**src/rtl/core/hdm_pkg.sv**
```systemverilog
`default_nettype none

package hdm_pkg;

    // fixed point format of the drive values
    localparam int FRAC_BITS = 8;

    // field widths
    localparam int AXIS_W  = 8;
    localparam int FS_W    = 7;
    localparam int DRIVE_W = 16;

    // internal widths
    localparam int MAG_W  = AXIS_W;             // axis magnitude, 0..128
    localparam int SUM_W  = MAG_W + 1;          // |f| + |s|
    localparam int VAL_W  = MAG_W + FRAC_BITS + 2;  // signed wheel value before scaling
    localparam int VMAG_W = VAL_W - 1;          // wheel value magnitude
    localparam int FSF_W  = FS_W + FRAC_BITS;   // full scale in fixed point

    // shared restoring divider geometry
    localparam int DIV_NW     = VMAG_W + FSF_W;
    localparam int DIV_DW     = VMAG_W;
    localparam int DIV_QW     = DRIVE_W;
    localparam int DIV_STAGES = DIV_QW;
    localparam int DIV_PAD    = DIV_DW - (DIV_NW - DIV_QW);

    // number of wheels
    localparam int WHEELS = 4;

    // configuration port
    localparam int CFG_AW = 3;
    localparam int CFG_DW = 32;
    localparam logic [CFG_AW-3:0] REG_FULL_SCALE = 1'b0;
    localparam logic [FS_W-1:0]   FS_RESET       = 7'd100;

    // what travels beside the mix divider
    typedef struct packed {
        logic [MAG_W-1:0]         mx;
        logic                     a_neg;
        logic                     b_neg;
        logic                     same;
        logic                     zero;
        logic signed [AXIS_W-1:0] t;
    } t_side1;

    // what travels beside the normalizing dividers
    typedef struct packed {
        logic [WHEELS-1:0] neg;
        logic              mz;
    } t_side2;

    typedef logic [WHEELS-1:0][DIV_QW-1:0] t_quo4;

endpackage

`default_nettype wire

```
**src/rtl/core/hdm_cfg.sv**
```systemverilog
`default_nettype none

module hdm_cfg
    import hdm_pkg::*;
(
    input  wire logic              i_clk,
    input  wire logic              i_rst_n,
    input  wire logic              psel,
    input  wire logic              penable,
    input  wire logic              pwrite,
    input  wire logic [CFG_AW-1:0] paddr,
    input  wire logic [CFG_DW-1:0] pwdata,
    output logic      [CFG_DW-1:0] prdata,
    output logic                   pready,
    output logic      [FS_W-1:0]   o_full_scale
);

    logic [FS_W-1:0] r_full_scale;
    logic            w_wr;

    assign pready = 1'b1;
    assign w_wr   = psel && penable && pwrite;

    // full scale register
    always_ff @(posedge i_clk) begin
        if (!i_rst_n) begin
            r_full_scale <= FS_RESET;
        end else if (w_wr && paddr[CFG_AW-1:2] == REG_FULL_SCALE) begin
            r_full_scale <= pwdata[FS_W-1:0];
        end
    end

    // read decode
    always_comb begin
        unique case (paddr[CFG_AW-1:2])
            REG_FULL_SCALE: prdata = {{(CFG_DW-FS_W){1'b0}}, r_full_scale};
            default:        prdata = '0;
        endcase
    end

    assign o_full_scale = r_full_scale;

endmodule

`default_nettype wire

```
**config.mk**
```make
export PLATFORM = sky130hd
export DESIGN_NAME = hdm_cfg
export DESIGN_NICKNAME = d
export VERILOG_FILES = /design/src/rtl/core/hdm_pkg.sv /design/src/rtl/core/hdm_cfg.sv
export SDC_FILE = /design/constraint.sdc
export NUM_CORES = 1
export LEC_CHECK = 0
export BUFFER_PORTS_ARGS = -buffer_cell sky130_fd_sc_hd__buf_2
export CAP_MARGIN = 15
export CELL_PAD_IN_SITES_DETAIL_PLACEMENT = 1
export CELL_PAD_IN_SITES_GLOBAL_PLACEMENT = 1
export CORE_ASPECT_RATIO = 1.5
export CORE_MARGIN = 2
export CORE_UTILIZATION = 20
export CTS_BUF_LIST = sky130_fd_sc_hd__clkbuf_8
export CTS_CLUSTER_SIZE = 16
export DETAILED_ROUTE_END_ITERATION = 6
export GPL_TIMING_DRIVEN = 0
export PLACE_DENSITY_LB_ADDON = 0.1
export SLEW_MARGIN = 30
export SYNTH_ARGS = -nofsm -noshare
export SYNTH_HDL_FRONTEND = slang
export SYNTH_SLANG_ARGS = --single-unit
export TNS_END_PERCENT = 10
```
**constraint.sdc**
```tcl
create_clock -name i_clk -period 1.98 [get_ports i_clk]
set_clock_uncertainty 0.2 [all_clocks]
set_input_delay 0.297 -clock i_clk [delete_from_list [all_inputs] [get_ports i_clk]]
set_output_delay 0.297 -clock i_clk [all_outputs]
set_load 0.005 [all_outputs]
```
==> out/results.ini <==
[yosys]
synth_top_flop_cell=dfxtp_1
syn_area_um2=567
synthCells=66
synth_warnings=0
async_reset_ff_share_pct=0
synth_common_cells=26 x buf_4, 8 x nand2_1, 7 x and2b_2, 7 x dfxtp_1, 7 x mux2i_1
synth_top_area_cell=buf_4
yosysSeqAreaShare_pct=24.7
yosysMostFrequentCell=buf_4
yosysUniqueCellTypes=10
synth_edf_count=0
syn_area_per_cell_um2=8.59
ys_ff_latch=7
synth.area.top_cells=buf_4 34%, dfxtp_1 25%, mux2i_1 12%, and2b_2 11%, nor2b_1 6.6%
yosysTopAreaCellShare_pct=34.4

[layout]
diodes=0
largest_reg_flops=7
syn2layout_area_growth_pct=55.0
fin_nets=161
drive_above_1_share_pct=52.5
fin_cells=157

[setup_path]
end_kind=output pin
cp-start-kind=flip-flop
cp_max_fo=3
worstSetupPathType=flip-flop to output pin
critPathArrivalTime_ns=0.84
crit_required_ns=1.48

[clocking]
post_cts_resized=0
clkLatencyLatePin_ns=0.22
cts_sinks=7
root_buffer=clkbuf_8
postCtsSetupBuffers=0
cts_buffers=3
cts_hold_buffers=0
cts.clk_slew.worst_paths_ns=0.04
clock_path_buffers=2
cts_tree=yes
htreeDepth=1

[floorplan]
core-area_um2=2680
die_width_um=47.5
ios=80
initial_core_util_pct=21.2
die_h_um=69.2
dieArea_um2=3280
rows=23

[routing]
ant_nets=0
first_pass_iters=4
drc_errors=0
wl_mm=1.33
drt-initial-drc-count=15
vias=518
wl_per_cell_um=8.49
vias_per_cell=3.30

[timing]
finalHoldViolCount=0
finalSetupViolations=0
rsz0062_at_grt=false
finalCriticalPeriod_ns=1.34
fmaxAchievable_mhz=749
layout_worst_path_cycle_share_pct=67.5
setup_tns_ns=0
slew_violations=0

[place]
port_buffers=26
dp_cells=153
place.gp.congestion=0.564

[global_route]
grt_max_degree=11
grt_pass1_wl_mm=2.10
grt_pass1_vias=474
grt_remaining_overflow=0
antenna_found_initial=0
grtUsageTotal_pct=8.87

[pwr]
p_int_w=0.000336
power_frac_comb_pct=21.9
cellPowerDensity_nw_per_um2=492
switching_share_pct=22.2
p_leak_nw=0.505
max-vdd-ir-drop_uv=238
seqPwrFrac_pct=34.0
pwr-share-clk_pct=44.1
p_switching_w=0.0000958

[hold_path]
hold_class=input port to flip-flop

[job]
maxCapViolCount=0

[status]
status=finished clean

## power by group through the flow
stage                     sequential (W)  clock [W]  combinational [W]
after global routing            0.000147   0.000208           0.000107
after floorplan                 0.000149          0          0.0000680
after CTS                       0.000147   0.000198          0.0000935
final                           0.000147   0.000191          0.0000945
after global placement          0.000149          0          0.0000923
after detailed placement        0.000149          0          0.0000932
## metrics by stage
| stage | instance area (um^2) | setup slack, ns | hold slack [ns] | utilization (%) | power [W] |
|---|---|---|---|---|---|
| 3_3_place_gp | 833 | 0.628 | 0.256 | 31.1 | 0.000241 |
| 5_1_grt | 878 | 0.595 | 0.139 | 32.8 | 0.000462 |
| 6_report | 878 | 0.644 | 0.129 | 32.8 | 0.000432 |
| 2_1_floorplan | 657 | 0.883 | 0.239 | - | 0.000217 |
| 3_5_place_dp | 833 | 0.589 | 0.275 | 31.1 | 0.000242 |
| 4_1_cts | 878 | 0.635 | 0.128 | 32.8 | 0.000438 |
## critical path, stage by stage (launching register included)
cell and delay (ns):
dfxtp_1 0.31, and2b_2 0.19, buf_2 0.12
## cells in the final DEF, fill, tap and decap left out
master    instances
buf_2            26
mux2i_1           7
clkbuf_8          3
inv_1             1
nor2b_1           6
dfxtp_1           7
buf_6             1
buf_4            26
nand2_1           8
clkbuf_1          1
and2b_2           7
and4b_1           1
conb_1           26
## cells by family (layout without fill, tap and decap cells)
| kind of cell | Yosys count | count (layout) | share of synthesized area, % |
|---|---|---|---|
| mux | 7 | 7 | 12.4 |
| other cells | 2 | 26 | 1.32 |
| simple gates | 22 | 22 | 24.5 |
| flops | 7 | 7 | 24.7 |
| buf+inv | 28 | 58 | 37.1 |
## final cells by class
class	instances	area, um^2
Fill cell	362	1800
Multi-Input combinational cell	55	307
Buffer	28	210
Sequential cell	7	140
Timing Repair Buffer	26	130
Tap cell	37	46.3
Clock buffer	3	41.3
Clock inverter	1	3.75
## routing by layer
layer	global-route usage (%)	vias up	part of all wire, %
met5	0	-	0
met4	4.63	0	0.83
met3	2.34	2	8.5
met2	15.5	27	54
met1	8.77	231	37
li1	-	258	-
## final timing paths
path / startpoint / end / slack, ns / cells past startpoint
worst max-delay path: o_full_scale[6] / prdata[6] / 0.64 / 2
worst min register to register: o_full_scale[4] / o_full_scale[4] / 0.27 / 2
worst max register to register: o_full_scale[2] / o_full_scale[2] / 1.17 / 2
worst min-delay path: pwdata[1] / o_full_scale[1] / 0.13 / 3
No activity file was read; power rests on OpenSTA's default activity.
