==> config.mk <==
export PLATFORM = sky130hd
export DESIGN_NAME = hdm_front
export DESIGN_NICKNAME = d
export VERILOG_FILES = /design/src/rtl/core/hdm_pkg.sv /design/src/rtl/core/hdm_div.sv /design/src/rtl/core/hdm_front.sv
export SDC_FILE = /design/constraint.sdc
export NUM_CORES = 1
export LEC_CHECK = 0
export ABC_AREA = 1
export BUFFER_PORTS_ARGS = -buffer_cell sky130_fd_sc_hd__buf_2
export CAP_MARGIN = 40
export CORE_MARGIN = 3
export CORE_UTILIZATION = 64
export DETAILED_ROUTE_END_ITERATION = 12
export PLACE_DENSITY_LB_ADDON = 0.08
export SLEW_MARGIN = 20
export SYNTH_ARGS = -nofsm -noshare
export SYNTH_HDL_FRONTEND = slang
export SYNTH_SLANG_ARGS = --single-unit
export TNS_END_PERCENT = 100
==> constraint.sdc <==
create_clock -name i_clk -period 5.8 [get_ports i_clk]
set_input_delay 0.58 -clock i_clk [delete_from_list [all_inputs] [get_ports i_clk]]
set_output_delay 0.58 -clock i_clk [all_outputs]
set_load 0.02 [all_outputs]
==> src/rtl/core/hdm_pkg.sv <==
`default_nettype none

package hdm_pkg;

    // fixed point format of the drive values
    localparam int FRAC_BITS = 8;

    // field widths
    localparam int AXIS_W  = 8;
    localparam int FS_W    = 7;
    localparam int DRIVE_W = 16;

    // internal widths
    localparam int MAG_W  = AXIS_W;             // axis magnitude, 0..128
    localparam int SUM_W  = MAG_W + 1;          // |f| + |s|
    localparam int VAL_W  = MAG_W + FRAC_BITS + 2;  // signed wheel value before scaling
    localparam int VMAG_W = VAL_W - 1;          // wheel value magnitude
    localparam int FSF_W  = FS_W + FRAC_BITS;   // full scale in fixed point

    // shared restoring divider geometry
    localparam int DIV_NW     = VMAG_W + FSF_W;
    localparam int DIV_DW     = VMAG_W;
    localparam int DIV_QW     = DRIVE_W;
    localparam int DIV_STAGES = DIV_QW;
    localparam int DIV_PAD    = DIV_DW - (DIV_NW - DIV_QW);

    // number of wheels
    localparam int WHEELS = 4;

    // configuration port
    localparam int CFG_AW = 3;
    localparam int CFG_DW = 32;
    localparam logic [CFG_AW-3:0] REG_FULL_SCALE = 1'b0;
    localparam logic [FS_W-1:0]   FS_RESET       = 7'd100;

    // what travels beside the mix divider
    typedef struct packed {
        logic [MAG_W-1:0]         mx;
        logic                     a_neg;
        logic                     b_neg;
        logic                     same;
        logic                     zero;
        logic signed [AXIS_W-1:0] t;
    } t_side1;

    // what travels beside the normalizing dividers
    typedef struct packed {
        logic [WHEELS-1:0] neg;
        logic              mz;
    } t_side2;

    typedef logic [WHEELS-1:0][DIV_QW-1:0] t_quo4;

endpackage

`default_nettype wire

==> src/rtl/core/hdm_div.sv <==
`default_nettype none

module hdm_div
    import hdm_pkg::*;
(
    input  wire logic              i_clk,
    input  wire logic              i_rst_n,
    input  wire logic              i_en,
    input  wire logic              i_valid,
    input  wire logic [DIV_NW-1:0] i_num,
    input  wire logic [DIV_DW-1:0] i_den,
    output logic                   o_valid,
    output logic      [DIV_QW-1:0] o_quo
);

    // one quotient bit per stage; the quotient is known to fit in DIV_QW bits,
    // so the upper dividend bits seed the partial remainder directly
    logic [DIV_STAGES-1:0] r_valid;
    logic [DIV_DW-1:0]     r_rem [DIV_STAGES];
    logic [DIV_DW-1:0]     r_den [DIV_STAGES];
    logic [DIV_QW-1:0]     r_quo [DIV_STAGES];
    logic [DIV_QW-1:0]     r_lo  [DIV_STAGES-1];

    logic [DIV_DW-1:0]     w_rem [DIV_STAGES];
    logic [DIV_DW-1:0]     w_den [DIV_STAGES];
    logic [DIV_QW-1:0]     w_quo [DIV_STAGES];
    logic [DIV_QW-1:0]     w_lo  [DIV_STAGES];
    logic [DIV_DW:0]       w_trial [DIV_STAGES];
    logic [DIV_STAGES-1:0] w_fit;
    logic [DIV_DW-1:0]     n_rem [DIV_STAGES];
    logic [DIV_QW-1:0]     n_quo [DIV_STAGES];
    logic [DIV_QW-1:0]     n_lo  [DIV_STAGES-1];

    // stage inputs
    always_comb begin
        w_rem[0] = {{DIV_PAD{1'b0}}, i_num[DIV_NW-1:DIV_QW]};
        w_den[0] = i_den;
        w_quo[0] = '0;
        w_lo[0]  = i_num[DIV_QW-1:0];
        for (int k = 1; k < DIV_STAGES; k++) begin
            w_rem[k] = r_rem[k-1];
            w_den[k] = r_den[k-1];
            w_quo[k] = r_quo[k-1];
            w_lo[k]  = r_lo[k-1];
        end
    end

    // compare and subtract in every stage
    always_comb begin
        for (int k = 0; k < DIV_STAGES; k++) begin
            w_trial[k] = {w_rem[k], w_lo[k][DIV_QW-1]};
            w_fit[k]   = w_trial[k] >= {1'b0, w_den[k]};
            n_rem[k]   = w_fit[k] ? DIV_DW'(w_trial[k] - {1'b0, w_den[k]})
                                  : w_trial[k][DIV_DW-1:0];
            n_quo[k]   = {w_quo[k][DIV_QW-2:0], w_fit[k]};
        end
        for (int k = 0; k < DIV_STAGES - 1; k++) begin
            n_lo[k] = {w_lo[k][DIV_QW-2:0], 1'b0};
        end
    end

    // valid bits
    always_ff @(posedge i_clk) begin
        if (!i_rst_n) begin
            r_valid <= '0;
        end else if (i_en) begin
            r_valid <= {r_valid[DIV_STAGES-2:0], i_valid};
        end
    end

    // stage data
    always_ff @(posedge i_clk) begin
        if (i_en) begin
            for (int k = 0; k < DIV_STAGES; k++) begin
                r_rem[k] <= n_rem[k];
                r_den[k] <= w_den[k];
                r_quo[k] <= n_quo[k];
            end
            for (int k = 0; k < DIV_STAGES - 1; k++) begin
                r_lo[k] <= n_lo[k];
            end
        end
    end

    assign o_valid = r_valid[DIV_STAGES-1];
    assign o_quo   = r_quo[DIV_STAGES-1];

    // the final remainder is below the divisor whenever the quotient fits
    a_rem_bound: assert property (@(posedge i_clk) disable iff (!i_rst_n)
        r_valid[DIV_STAGES-1] |->
            (r_den[DIV_STAGES-1] == '0 || r_rem[DIV_STAGES-1] < r_den[DIV_STAGES-1]))
        else $error("divider remainder not below divisor");

endmodule

`default_nettype wire

==> src/rtl/core/hdm_front.sv <==
`default_nettype none

module hdm_front
    import hdm_pkg::*;
(
    input  wire logic                     i_clk,
    input  wire logic                     i_rst_n,
    input  wire logic                     i_en,
    input  wire logic                     i_valid,
    input  wire logic signed [AXIS_W-1:0] i_forward_axis,
    input  wire logic signed [AXIS_W-1:0] i_strafe_axis,
    input  wire logic signed [AXIS_W-1:0] i_turn_axis,
    output logic                          o_valid,
    output logic             [DIV_QW-1:0] o_quo,
    output t_side1                        o_side
);

    // one of the two mixes is always +-max*F; the other has magnitude
    // (max-min)*max*F/(max+min), which is the only division needed here
    logic [MAG_W-1:0]   w_af;
    logic [MAG_W-1:0]   w_as;
    logic [AXIS_W:0]    w_dp;
    logic [AXIS_W:0]    w_dm;
    t_side1             w_side;
    logic [MAG_W-1:0]   w_mn;

    logic               r_a_valid;
    t_side1             r_a_side;
    logic [MAG_W-1:0]   r_a_mn;

    logic [2*MAG_W-1:0] w_prod;
    logic [SUM_W-1:0]   w_sum;

    logic               r_b_valid;
    t_side1             r_b_side;
    logic [DIV_NW-1:0]  r_b_num;
    logic [DIV_DW-1:0]  r_b_den;

    t_side1             r_side_dly [DIV_STAGES];

    // stage a: magnitudes, ordering and signs
    always_comb begin
        w_af = i_forward_axis[AXIS_W-1] ? MAG_W'(-i_forward_axis) : MAG_W'(i_forward_axis);
        w_as = i_strafe_axis[AXIS_W-1]  ? MAG_W'(-i_strafe_axis)  : MAG_W'(i_strafe_axis);
        w_dp = {i_forward_axis[AXIS_W-1], i_forward_axis}
             + {i_strafe_axis[AXIS_W-1], i_strafe_axis};
        w_dm = {i_forward_axis[AXIS_W-1], i_forward_axis}
             - {i_strafe_axis[AXIS_W-1], i_strafe_axis};
        w_side.mx    = (w_af > w_as) ? w_af : w_as;
        w_mn         = (w_af > w_as) ? w_as : w_af;
        w_side.a_neg = w_dp[AXIS_W];
        w_side.b_neg = w_dm[AXIS_W];
        w_side.same  = i_forward_axis[AXIS_W-1] == i_strafe_axis[AXIS_W-1];
        w_side.zero  = (w_af == '0) && (w_as == '0);
        w_side.t     = i_turn_axis;
    end

    always_ff @(posedge i_clk) begin
        if (!i_rst_n) begin
            r_a_valid <= 1'b0;
        end else if (i_en) begin
            r_a_valid <= i_valid;
        end
    end

    always_ff @(posedge i_clk) begin
        if (i_en) begin
            r_a_side <= w_side;
            r_a_mn   <= w_mn;
        end
    end

    // stage b: dividend and divisor
    assign w_prod = {{MAG_W{1'b0}}, r_a_side.mx - r_a_mn} * {{MAG_W{1'b0}}, r_a_side.mx};
    assign w_sum  = {1'b0, r_a_side.mx} + {1'b0, r_a_mn};

    always_ff @(posedge i_clk) begin
        if (!i_rst_n) begin
            r_b_valid <= 1'b0;
        end else if (i_en) begin
            r_b_valid <= r_a_valid;
        end
    end

    always_ff @(posedge i_clk) begin
        if (i_en) begin
            r_b_side <= r_a_side;
            r_b_num  <= DIV_NW'({w_prod, {FRAC_BITS{1'b0}}});
            r_b_den  <= {{(DIV_DW-SUM_W){1'b0}}, w_sum};
        end
    end

    // mix divider
    hdm_div u_div (
        .i_clk   (i_clk),
        .i_rst_n (i_rst_n),
        .i_en    (i_en),
        .i_valid (r_b_valid),
        .i_num   (r_b_num),
        .i_den   (r_b_den),
        .o_valid (o_valid),
        .o_quo   (o_quo)
    );

    // side data delayed to match the divider
    always_ff @(posedge i_clk) begin
        if (i_en) begin
            r_side_dly[0] <= r_b_side;
            for (int k = 1; k < DIV_STAGES; k++) begin
                r_side_dly[k] <= r_side_dly[k-1];
            end
        end
    end

    assign o_side = r_side_dly[DIV_STAGES-1];

endmodule

`default_nettype wire

==> impl_metrics.yaml <==
setup_path:
  crit_path_end: "r_b_num[22]$_DFFE_PP_"
  cp_num_buf_inv: 6
  r2r-end: "r_b_num[22]$_DFFE_PP_"
  rrSetupSlack_ps: 390
  crit_top_cell: "fa_1"
  critical_path.max_fanout: 7
  critical_path.startpoint: "r_a_side[12]$_DFFE_PP_"
  r2r_start: "r_a_side[12]$_DFFE_PP_"
  max_stage_delay_ps: 540
  critPathTopFamily: "adder cells"
  worst-path-stages: 21
  critPathRequiredTime_ps: 6200
  rr_worst_depth: 21
  critPathSlowestCell: "fa_1"
  critical_path_arrival_ps: 5810
  cp-end-kind: "flip-flop"
  start_kind: "flip-flop"
  critPathKind: "reg2reg"
  worstPathCellList: "inv_2 > ha_1 > fa_1 > o31ai_2 > xor2_1 > buf_4 > inv_2 > nand2_1 > fa_1 > fa_1 > inv_1 > fa_1 > inv_1 > fa_1 > inv_1 > ha_1 > a21oi_1 > o21ai_0 > nand2_1 > nand3_1 > xor2_1"
clock_network:
  ctsResizeCount: 0
  root_buffer: "clkbuf_16"
  cts_tree: "yes"
  cts_hold_buf: 0
  clock_path_buffers: 3
  cts.sinks: 958
  cts_inserted_buffers: 96
  clk_pin_slew_worst_paths_ps: 60
  clk_latency_ps: 660
  htreeDepth: 3
  post_cts_buffers: 0
synth:
  syn_inst: 4388
  syn_nets: 4690
  yosysWarnings: 0
  async_flop_share_pct: 0
  yosysSeqAreaShare_pct: 61.5
  yosysUniqueCellTypes: 50
  synth_common_cells: "nand2_1 (1140), edfxtp_1 (940), inv_1 (658), nor2_1 (386), nand3_1 (226)"
  synth_top_area_share_pct: 60.7
  ys_ff_latch: 958
  avgSynthCellArea_um2: 10.6
  synth_edf_count: 940
  syn_area_um2: 46500
  synth_most_common_cell: "nand2_1"
  synth_ff_type: "edfxtp_1"
  yosys-top-cells-area: "edfxtp_1 (61%), nand2_1 (9.2%), ha_1 (5.9%), inv_1 (5.3%), nor2_1 (3.1%)"
  synth_top_area_cell: "edfxtp_1"
drt:
  viasPerCell: 5.29
  wl_per_cell_um: 15.6
  dr.pass1.iters: 5
  drtIter0Drc: 2150
  wirelength_um: 86300
  drtAntennaViolNets: 0
  vias: 29200
  drc_errors: 0
timing:
  skew_ps: 29.6
  max_freq_ghz: 0.185
  setup_tns_ps: 0
  timing.final.ws_setup_ps: 389
  fin_crit_sh_pct: 93.3
  hold_ws_ps: 96.4
  rsz0062_at_grt: "no"
  setup_viol: 0
  worst_pin_slew_ps: 1060
  drv_slew: 0
  min_period_ps: 5410
  hold_viol: 0
  relSlewSlack_pct: 29.4
floorplanning:
  die_x_um: 275
  rows: 98
  die_area_um2: 75900
  ios: 65
  chipHeight_um: 275
  start_util_pct: 64.8
  core_um2: 71700
grt:
  grt_pass1_wl_um: 140000
  grt_overflow: 0
  grtUsageTotal_pct: 23.0
  grt_pass1_vias: 27800
  antenna_found_initial: 0
  grt_max_degree: 192
pwr:
  ir_drop_mv: 0.766
  leakagePower_nw: 21.7
  total_power_mw: 26.5
  power_density_nw_per_um2: 521
placement:
  place_ws_ps: 327
  gp_congestion: 0.891
  portBuffers: 64
  hpwl_um: 60500
finish:
  drive_above_1_share_pct: 6.22
  diodes: 0
  fill_cells: 5236
  final_nets: 4803
  utilization_pct: 71.0
  syn_to_final_growth_pct: 9.57
job:
  drv_cap: 0
min_path:
  hold_class: "in2reg"
status:
  status: "finished, final reports clean"
## cell usage in the layout (no fill, tap or decap), types with 28 or more instances in the layout
cell       netlist  routed
o21ai_1         31      31
inv_1          658     657
nand3_1        226     226
nand2_1       1140    1140
buf_2            8      63
ha_1           221     221
o21ai_0         97      97
nor2_1         386     386
fa_1            53      53
a21oi_1        201     201
edfxtp_1       940     940
nor3_1          50      50
xnor2_1         37      37
nand4_1         48      48
nand3b_1        28      28
clkbuf_16        0      97
xor2_1          82      82
## per-stage QoR
step	instance area, µm²	std cells
2_1_floorplan	46500	4388
3_3_place_gp	47700	5352
3_5_place_dp	47700	5352
4_1_cts	50900	5531
5_1_grt	50900	5532
6_report	50900	5532
## worst register-to-register path, stage by stage (launching register included)
cell	delay (ps)
edfxtp_1	430
inv_2	110
ha_1	250
fa_1	440
o31ai_2	290
xor2_1	160
buf_4	180
inv_2	50
nand2_1	80
fa_1	430
fa_1	480
inv_1	50
fa_1	540
inv_1	60
fa_1	520
inv_1	40
ha_1	330
a21oi_1	200
o21ai_0	140
nand2_1	80
nand3_1	110
xor2_1	170
## per-layer routing
layer	share of wire, %	global-route usage, %
met1	45	31.7
met2	49	38.5
met3	4.3	3.26
met4	2.5	6.91
met5	0	0
## sequential cells by signal (all words and copies together), names as in the netlist
register       flops
r_b_num           16
r_a_side          20
r_a_mn             8
u_div.r_quo      136
u_div.r_rem      248
u_div.r_den      135
r_b_den            9
r_a_valid          1
u_div.r_lo        28
u_div.r_valid     16
r_b_valid          1
r_b_side          20
r_side_dly       320
## power by group
part	internal, mW	switching [mW]
clock	3.66	2.62
sequential	9.35	0.701
combinational	3.75	6.46
## cell type report
type | instances | area, µm² | share of cell area (%)
clock buffer | 128 | 2580 | 5.07
clock inverter | 51 | 652 | 1.28
inverter | 670 | 2510 | 4.94
multi-input combinational | 2696 | 14900 | 29.2
sequential | 958 | 28600 | 56.1
tap | 950 | 1190 | 2.33
timing repair buffer | 79 | 509 | 1.00
## worst min-delay path by stage
stage,start,endpoint,slack (ps),cells after the start
2_1_floorplan,r_a_side[0]$_DFFE_PP_,r_b_side[0]$_DFFE_PP_,400,0
3_3_place_gp,u_div.r_quo[1][88]$_DFFE_PP_,u_div.r_quo[1][105]$_DFFE_PP_,400,0
3_5_place_dp,r_side_dly[0][104]$_DFFE_PP_,r_side_dly[0][124]$_DFFE_PP_,400,0
4_1_cts,i_turn_axis[6],r_a_side[6]$_DFFE_PP_,50,1
5_1_grt,i_turn_axis[2],r_a_side[2]$_DFFE_PP_,70,1
6_report,i_turn_axis[6],r_a_side[6]$_DFFE_PP_,100,1
## cell families after synthesis
family	synth area share, %
flops	61.5
compound gates	4.07
xor+xnor	2.28
buf+inv	6.46
fa+ha+maj	8.23
simple gates	17.5
No activity file was read; power rests on OpenSTA's default activity.
